File: config.mk
export PLATFORM = sky130hd
export DESIGN_NAME = hdf_sqrt_cell
export DESIGN_NICKNAME = d
export VERILOG_FILES = /design/src/design/hdf_pkg.sv /design/src/design/hdf_sqrt_cell.sv
export SDC_FILE = /design/constraint.sdc
export NUM_CORES = 1
export LEC_CHECK = 0
export BUFFER_PORTS_ARGS = -buffer_cell sky130_fd_sc_hd__buf_2
export CORE_ASPECT_RATIO = 1.2
export CORE_MARGIN = 5
export CORE_UTILIZATION = 35
export DETAILED_ROUTE_END_ITERATION = 8
export MAX_ROUTING_LAYER = met4
export REMOVE_ABC_BUFFERS = 1
export SETUP_SLACK_MARGIN = 0.05
export SYNTH_ARGS = -nofsm -noshare
export SYNTH_HDL_FRONTEND = slang
export SYNTH_SLANG_ARGS = --single-unit
File: constraint.sdc
create_clock -name clk -period 3.1 [get_ports clk]
set_input_delay 0.465 -clock clk [delete_from_list [all_inputs] [get_ports clk]]
set_output_delay 0.465 -clock clk [all_outputs]
set_load 0.005 [all_outputs]
File: src/design/hdf_pkg.sv
// ----------------------------------------------------------------------------
// hdf_pkg
// shared widths, constants and elaboration-time tables for the haversine block
// ----------------------------------------------------------------------------
package hdf_pkg;

  localparam int ANGLE_FRAC_BITS = 30;
  localparam int TRIG_ITERATIONS = 24;

  // signed datapath width for cordic x, y, z
  localparam int DW = ANGLE_FRAC_BITS + 4;
  // unsigned width of a value in [0, 1]
  localparam int UW = ANGLE_FRAC_BITS + 1;
  // square root residual width
  localparam int RW = 2 * ANGLE_FRAC_BITS + 3;

  localparam int LAT_W    = 28;
  localparam int LON_W    = 29;
  localparam int RADIUS_W = 25;
  localparam int OUT_W    = 35;
  // signed width of a micro-degree difference
  localparam int MD_W     = 31;
  // unsigned width of a reduced micro-degree angle
  localparam int MDU_W    = 28;

  localparam logic signed [MD_W-1:0] TURN_MDEG     = 31'sd360000000;
  localparam logic signed [MD_W-1:0] TWO_TURN_MDEG = 31'sd720000000;
  localparam logic signed [MD_W-1:0] HALF_MDEG     = 31'sd180000000;
  localparam logic signed [MD_W-1:0] QUARTER_MDEG  = 31'sd90000000;

  localparam logic [63:0] PI_Q60   = 64'h3243F6A8885A308D;
  localparam logic [63:0] GAIN_Q62 = 64'd2800459870029452953;
  localparam logic [63:0] KMD_Q62  = (PI_Q60 * 64'd4 + 64'd90000000) / 64'd180000000;
  localparam int KMD_W    = $clog2(KMD_Q62 + 64'd1);
  localparam int KMD_LO_W = KMD_W / 2;
  localparam int KMD_HI_W = KMD_W - KMD_LO_W;

  localparam logic [RADIUS_W-1:0] RADIUS_RESET = RADIUS_W'(3956 * 5280);
  localparam logic [OUT_W-1:0]    OUT_MAX      = '1;

  // round a q62 constant to the angle format
  function automatic logic [63:0] q62_to_q(input logic [63:0] v);
    return (v + (64'd1 << (61 - ANGLE_FRAC_BITS))) >> (62 - ANGLE_FRAC_BITS);
  endfunction

  // restoring division, constants only
  function automatic logic [63:0] div_u64(input logic [63:0] n, input logic [63:0] d);
    logic [64:0] rem;
    logic [63:0] q;
    rem = '0;
    q   = '0;
    for (int b = 63; b >= 0; b--) begin
      rem = {rem[63:0], n[b]};
      if (rem >= {1'b0, d}) begin
        rem  = rem - {1'b0, d};
        q[b] = 1'b1;
      end
    end
    return q;
  endfunction

  // arctangent of 2^-i: pi/4 for i = 0, else by its alternating series
  function automatic logic [63:0] atan_q(input int i);
    logic [63:0] acc;
    logic [63:0] term;
    int e;
    acc = '0;
    if (i == 0) begin
      return q62_to_q(PI_Q60);
    end
    for (int k = 0; k < 32; k++) begin
      e = 62 - i * (2 * k + 1);
      if (e >= 0) begin
        term = div_u64(64'd1 << e, 64'(2 * k + 1));
        if ((k & 1) != 0) begin
          acc = acc - term;
        end else begin
          acc = acc + term;
        end
      end
    end
    return q62_to_q(acc);
  endfunction

  localparam logic [63:0] GAIN_Q = q62_to_q(GAIN_Q62);

endpackage

File: src/design/hdf_sqrt_cell.sv
// ----------------------------------------------------------------------------
// hdf_sqrt_cell
// one registered bit of a restoring integer square root
// ----------------------------------------------------------------------------
module hdf_sqrt_cell #(
  parameter int BIT = 0
) (
  input  logic                    clk,
  input  logic                    en,
  input  logic [hdf_pkg::RW-1:0]  rem_i,
  input  logic [hdf_pkg::UW-1:0]  root_i,
  output logic [hdf_pkg::RW-1:0]  rem_o,
  output logic [hdf_pkg::UW-1:0]  root_o
);

  logic [hdf_pkg::RW-1:0] rem_r, rem_nxt, trial;
  logic [hdf_pkg::UW-1:0] root_r, root_nxt;

  always_comb begin
    // (root + 2^b)^2 - root^2
    trial = (hdf_pkg::RW'(root_i) << (BIT + 1)) + (hdf_pkg::RW'(1) << (2 * BIT));
    if (rem_i >= trial) begin
      rem_nxt  = rem_i - trial;
      root_nxt = root_i | (hdf_pkg::UW'(1) << BIT);
    end else begin
      rem_nxt  = rem_i;
      root_nxt = root_i;
    end
  end

  always_ff @(posedge clk) begin
    if (en) begin
      rem_r  <= rem_nxt;
      root_r <= root_nxt;
    end
  end

  assign rem_o  = rem_r;
  assign root_o = root_r;

endmodule

---- After elaboration in Yosys (flattened, before gate mapping) ----
Index checks and enable logic that the tools add are counted.
cells by class
  add/sub/neg operators ................... 2
  muxes and demuxes ....................... 1
  $lt $le $gt $ge ......................... 1
operator list
  kind                                                              count
  63-bit by 33-bit greater-or-equal comparator with 1-bit output    1
  63-bit 2-to-1 mux                                                 1
  63-bit by 33-bit subtractor with 63-bit output                    1
  32-bit by 1-bit adder with 33-bit output (second input constant)  1
storage, ports and cells
  input bits .............................. 96
  word-level logic and storage cells ...... 7
  flip-flop bits (word level) ............. 94
  output and inout port bits .............. 94

---- Logic depth before layout (Yosys ltp) ----
  word-level depth ........................ 3
  gate-level depth with buffers ........... 14
  depth with buffers taken out ............ 10

---- Worst setup path after synthesis ----
No wires, ideal clock.
  path kind ............................... input to register
  start point ............................. input port root_i[29] (netlist bit)
  end point ............................... register rem_r (netlist bit rem_o[44]), data pin
  setup time .............................. 0.258 ns
  stages .................................. 12
  required time ........................... 2.842 ns
  slack ................................... -0.233 ns
  buffers on the path ..................... 2
  arrival time ............................ 3.075 ns
  path through ............................ inv_1 -> ha_1 -> clkbuf_1 -> nand2_1 -> nor4_1 -> nand2_1 -> nor4_1 -> a2111oi_4 -> and2_1 -> buf_4 -> or4b_1 -> xnor2_1
between the ends
  longest elaborated chain between the ends .. 3
  elaborated cells on any way between the ends .. 4
  those cells by class .................... add/sub (2); order compare (1); mux (1)
RTL lines
  what                                                                                                                                     line                                      text
  start: declaration                                                                                                                       hdf_sqrt_cell.sv:11                       input logic [hdf_pkg::UW-1:0] root_i,
  32-bit by 1-bit adder with 33-bit output (*)                                                                                             hdf_sqrt_cell.sv:21                       trial = (hdf_pkg::RW'(root_i) << (BIT + 1)) + (hdf_pkg::RW'(1) << (2 * BIT));
  63-bit by 33-bit subtractor with 63-bit output / 63-bit by 33-bit greater-or-equal comparator with 1-bit output (equally long branches)  hdf_sqrt_cell.sv:23, hdf_sqrt_cell.sv:22
  63-bit 2-to-1 mux (*)                                                                                                                    hdf_sqrt_cell.sv:22                       if (rem_i >= trial) begin
  net rem_nxt, one bit                                                                                                                     hdf_sqrt_cell.sv:16                       logic [hdf_pkg::RW-1:0] rem_r, rem_nxt, trial;
  end signal: assignment                                                                                                                   hdf_sqrt_cell.sv:33                       rem_r <= rem_nxt;
  end: declaration                                                                                                                         hdf_sqrt_cell.sv:16
Mark *: on every way through the listed nets, which the timed path passes. The rest lies on a longest branch.
A chain may end at the register's enable or synchronous reset.

---- Worst setup path after layout ----
  start point ............................. input port rem_i[44] (netlist bit)
  end point ............................... register rem_r (netlist bit rem_o[44]), data pin
between the ends
  longest elaborated chain between the ends .. 2
  elaborated cells on any way between the ends .. 3
  those cells by class .................... add/sub (1); order compare (1); mux (1)
RTL lines
  what                                                                                                                                     line                                      text
  start: declaration                                                                                                                       hdf_sqrt_cell.sv:10                       input logic [hdf_pkg::RW-1:0] rem_i,
  63-bit by 33-bit subtractor with 63-bit output / 63-bit by 33-bit greater-or-equal comparator with 1-bit output (equally long branches)  hdf_sqrt_cell.sv:23, hdf_sqrt_cell.sv:22
  63-bit 2-to-1 mux (*)                                                                                                                    hdf_sqrt_cell.sv:22
  net rem_nxt, one bit                                                                                                                     hdf_sqrt_cell.sv:16
Marks and branches as above.

==> summary.md <==
| Metric | Value |
|---|---|
| Placed Cells incl. Taps | `1152` |
| Finished Layout Cells | `1169` |
| Sw frac | `0.281` |
| Via count | `5820` |
| Remaining DRCs | `0` |
| Post-DRT Antenna Nets | `0` |
| # H-tree levels | `3` |
| Share of layout cells above drive strength 1 | `0.419` |
| Root buf cell | `clkbuf_16` |
| Sequential area share after synthesis | `0.465` |
| Final hold vios | `0` |
| Peak VDD IR | `218 uV` |
| Syn Std Cell Area | `6070 sq um` |
| Area share of the largest cell type after synthesis | `0.465` |
| Total CTS buffers | `9` |
| Max-Cap Viols | `0` |
| Multi-input gate area | `3060 sq um` |
| TritonCTS clock tree | `yes` |
| Die Width | `130 microns` |
| Hold path cells | `1` |
| Int Power | `2.70 mW` |
| Tot GR Track Use | `0.195` |
| IO buf count | `189` |
| Total Routed Length | `19400 microns` |
| CTS clk-pin slew, worst paths | `0.08 ns` |
| DRT Pass-1 Iters | `4` |
| Slew @ Worst Pin | `0.576 ns` |
| CTS max path bufs | `2` |
| Critical Path RT | `3.21 ns` |
| Routed met1 length | `8170 microns` |
| Avg Vias per Cell | `4.98` |
| Die area | `20100 sq um` |
| Final clock period utilization by the worst path | `0.948` |
| Clock power frac | `0.303` |
| Status | `completed` |
| Cts hold-fix bufs | `0` |
| # fillers | `1592` |
| Most used DFF post-synth | `edfxtp_1` |
| Max Clk Rate | `0.340 GHz` |
| Tot Pwr | `3.76 mW` |
| DR WL met3 | `1080 microns` |
| Gr ovfl total | `0` |
| Synth cell count leaders | `edfxtp_1, a21oi_1, nor2_1` |
| Cells after synthesis | `609` |
| Core Region | `17000 sq um` |
| Post-layout nets | `1077` |
| Largest net degree at the start of global routing | `52` |
| Final Slew Violations | `0` |
| Die height | `154 microns` |
| Vias in the first global route | `5950` |
| Final setup vio count | `0` |
| Routed length per instance | `16.6 microns` |
| Seq pwr share | `0.427` |
| N_diodes | `0` |
| # clock sinks | `94` |
| Initial Util | `0.357` |
| FFs w/ async S/R, synth | `0` |
| Placer Congestion | `0.930` |
| Post-Place Cell Area | `8380 sq um` |
| Max_slew headroom | `0.616` |
| Fin crit period | `2.94 ns` |
| Critical Path AT | `3.05 ns` |
| Synthesized flop and latch total | `94` |
| # IOs | `190` |
| Area growth syn-to-layout | `44.9%` |
| Critical Path Source Type | `input port` |
| Top-count cell post-synth | `edfxtp_1` |
| Final HPWL DP | `15800 microns` |
| Number of DRC markers in iteration 0 | `283` |
| Synth area leaders | `edfxtp_1, ha_1, a21oi_1` |
| Seq. cell area | `2820 sq um` |
| Setup TNS | `0 ns` |
| Area leader, netlist | `edfxtp_1` |
| Net Sw Power | `1.06 mW` |
| Top Metal Used | `met4` |
| Mean post-synth cell area | `9.96 sq um` |
| Post-synthesis cell type count | `58` |
| HP Class | `in2reg` |
| EDFF count, synth | `94` |
| Metal2 WL | `9790 microns` |
| Initial antenna violation count | `0` |
| Row Count | `52` |
| Max FO, Critical Path | `6` |
| Comb power frac | `0.270` |
| Total leakage power | `3.89 nW` |
| CP Capture Type | `flip-flop` |
| Crit Path Class | `in2reg` |
| Ys Warns | `0` |
| Power per cell area | `427 nW/um^2` |
| Fin area | `8800 sq um` |
| First-pass GRT wire length | `29800 microns` |
| RSZ-0062 raised after global routing | `no` |
==> per-stage QoR <==
step	utilization	hold slack, ns	setup WS (ns)
floorplan	-	0.564	-0.552
global placement	0.493	0.657	-0.415
detailed placement	0.493	0.658	-0.471
CTS	0.512	0.281	0.0278
global route	0.518	0.274	0.0393
finish	0.518	0.299	0.161
==> sequential cells by signal, summed over array words and instances (netlist names) <==
register / count
rem_o: 63
root_o: 31
==> layout by cell type (no fill, tap or decap), drive strengths merged, types with 7 or more instances in the layout <==
master  synthesis  final
xor2           24     24
or2             7      7
a21o            8      8
o21bai          8      8
nand3           9      9
buf             6    350
edfxtp         94     94
a21oi          65     65
nand2          48     48
clkbuf         16      9
xnor2          36     36
a211oi          9      9
inv            43     43
o21ai          32     32
or4             9      9
nor4           13     13
nand4          17     17
ha             32     32
nor2           59     59
nor3           16     16
==> logic make-up after synthesis <==
group,synth area share
simple gates,0.167
fa+ha+maj,0.0693
flops,0.465
xor+xnor,0.0866
buf+inv,0.0466
compound gates,0.166
==> path summary, 6_finish.rpt <==
kind,to,start
worst min-delay path,root_o[1]$_DFFE_PP_,root_i[1]
worst max-delay path,rem_o[44]$_DFFE_PP_,rem_i[44]
==> power groups by stage <==
stage | clock [mW] | combinational [mW] | sequential (mW)
6_report | 1.14 | 1.01 | 1.60
5_1_grt | 1.24 | 1.11 | 1.62
4_1_cts | 1.18 | 1.01 | 1.61
3_5_place_dp | 0 | 1.01 | 1.63
3_3_place_gp | 0 | 0.999 | 1.63
2_1_floorplan | 0 | 0.410 | 1.65
==> critical path: stages <==
cell and delay (ns):
buf_2 0.11, or4_1 0.58, or2_2 0.31, or3_1 0.36, inv_1 0.07, o211ai_1 0.19
and2_4 0.24, or4b_1 0.56, xnor2_1 0.15
==> layout make-up <==
class	instances	share of cell area
Timing Repair Buffer	350	0.248
Inverter	43	0.0183
Multi-Input combinational cell	450	0.348
Tap cell	216	0.0307
Sequential cell	94	0.321
Clock buffer	9	0.0256
Clock inverter	7	0.00853
==> per-layer routing <==
metal / vias up / track usage
met5: - / -
met4: 0 / 0.0535
met3: 21 / 0.0414
met2: 157 / 0.331
met1: 2699 / 0.233
li1: 2943 / -
==> repair_timing <==
action,in CTS,in global routing
resized for setup,5,20
setup endpoints to repair,32,53
buffers inserted,0,1
pin swaps,1,5
No activity file was read; power rests on OpenSTA's default activity.
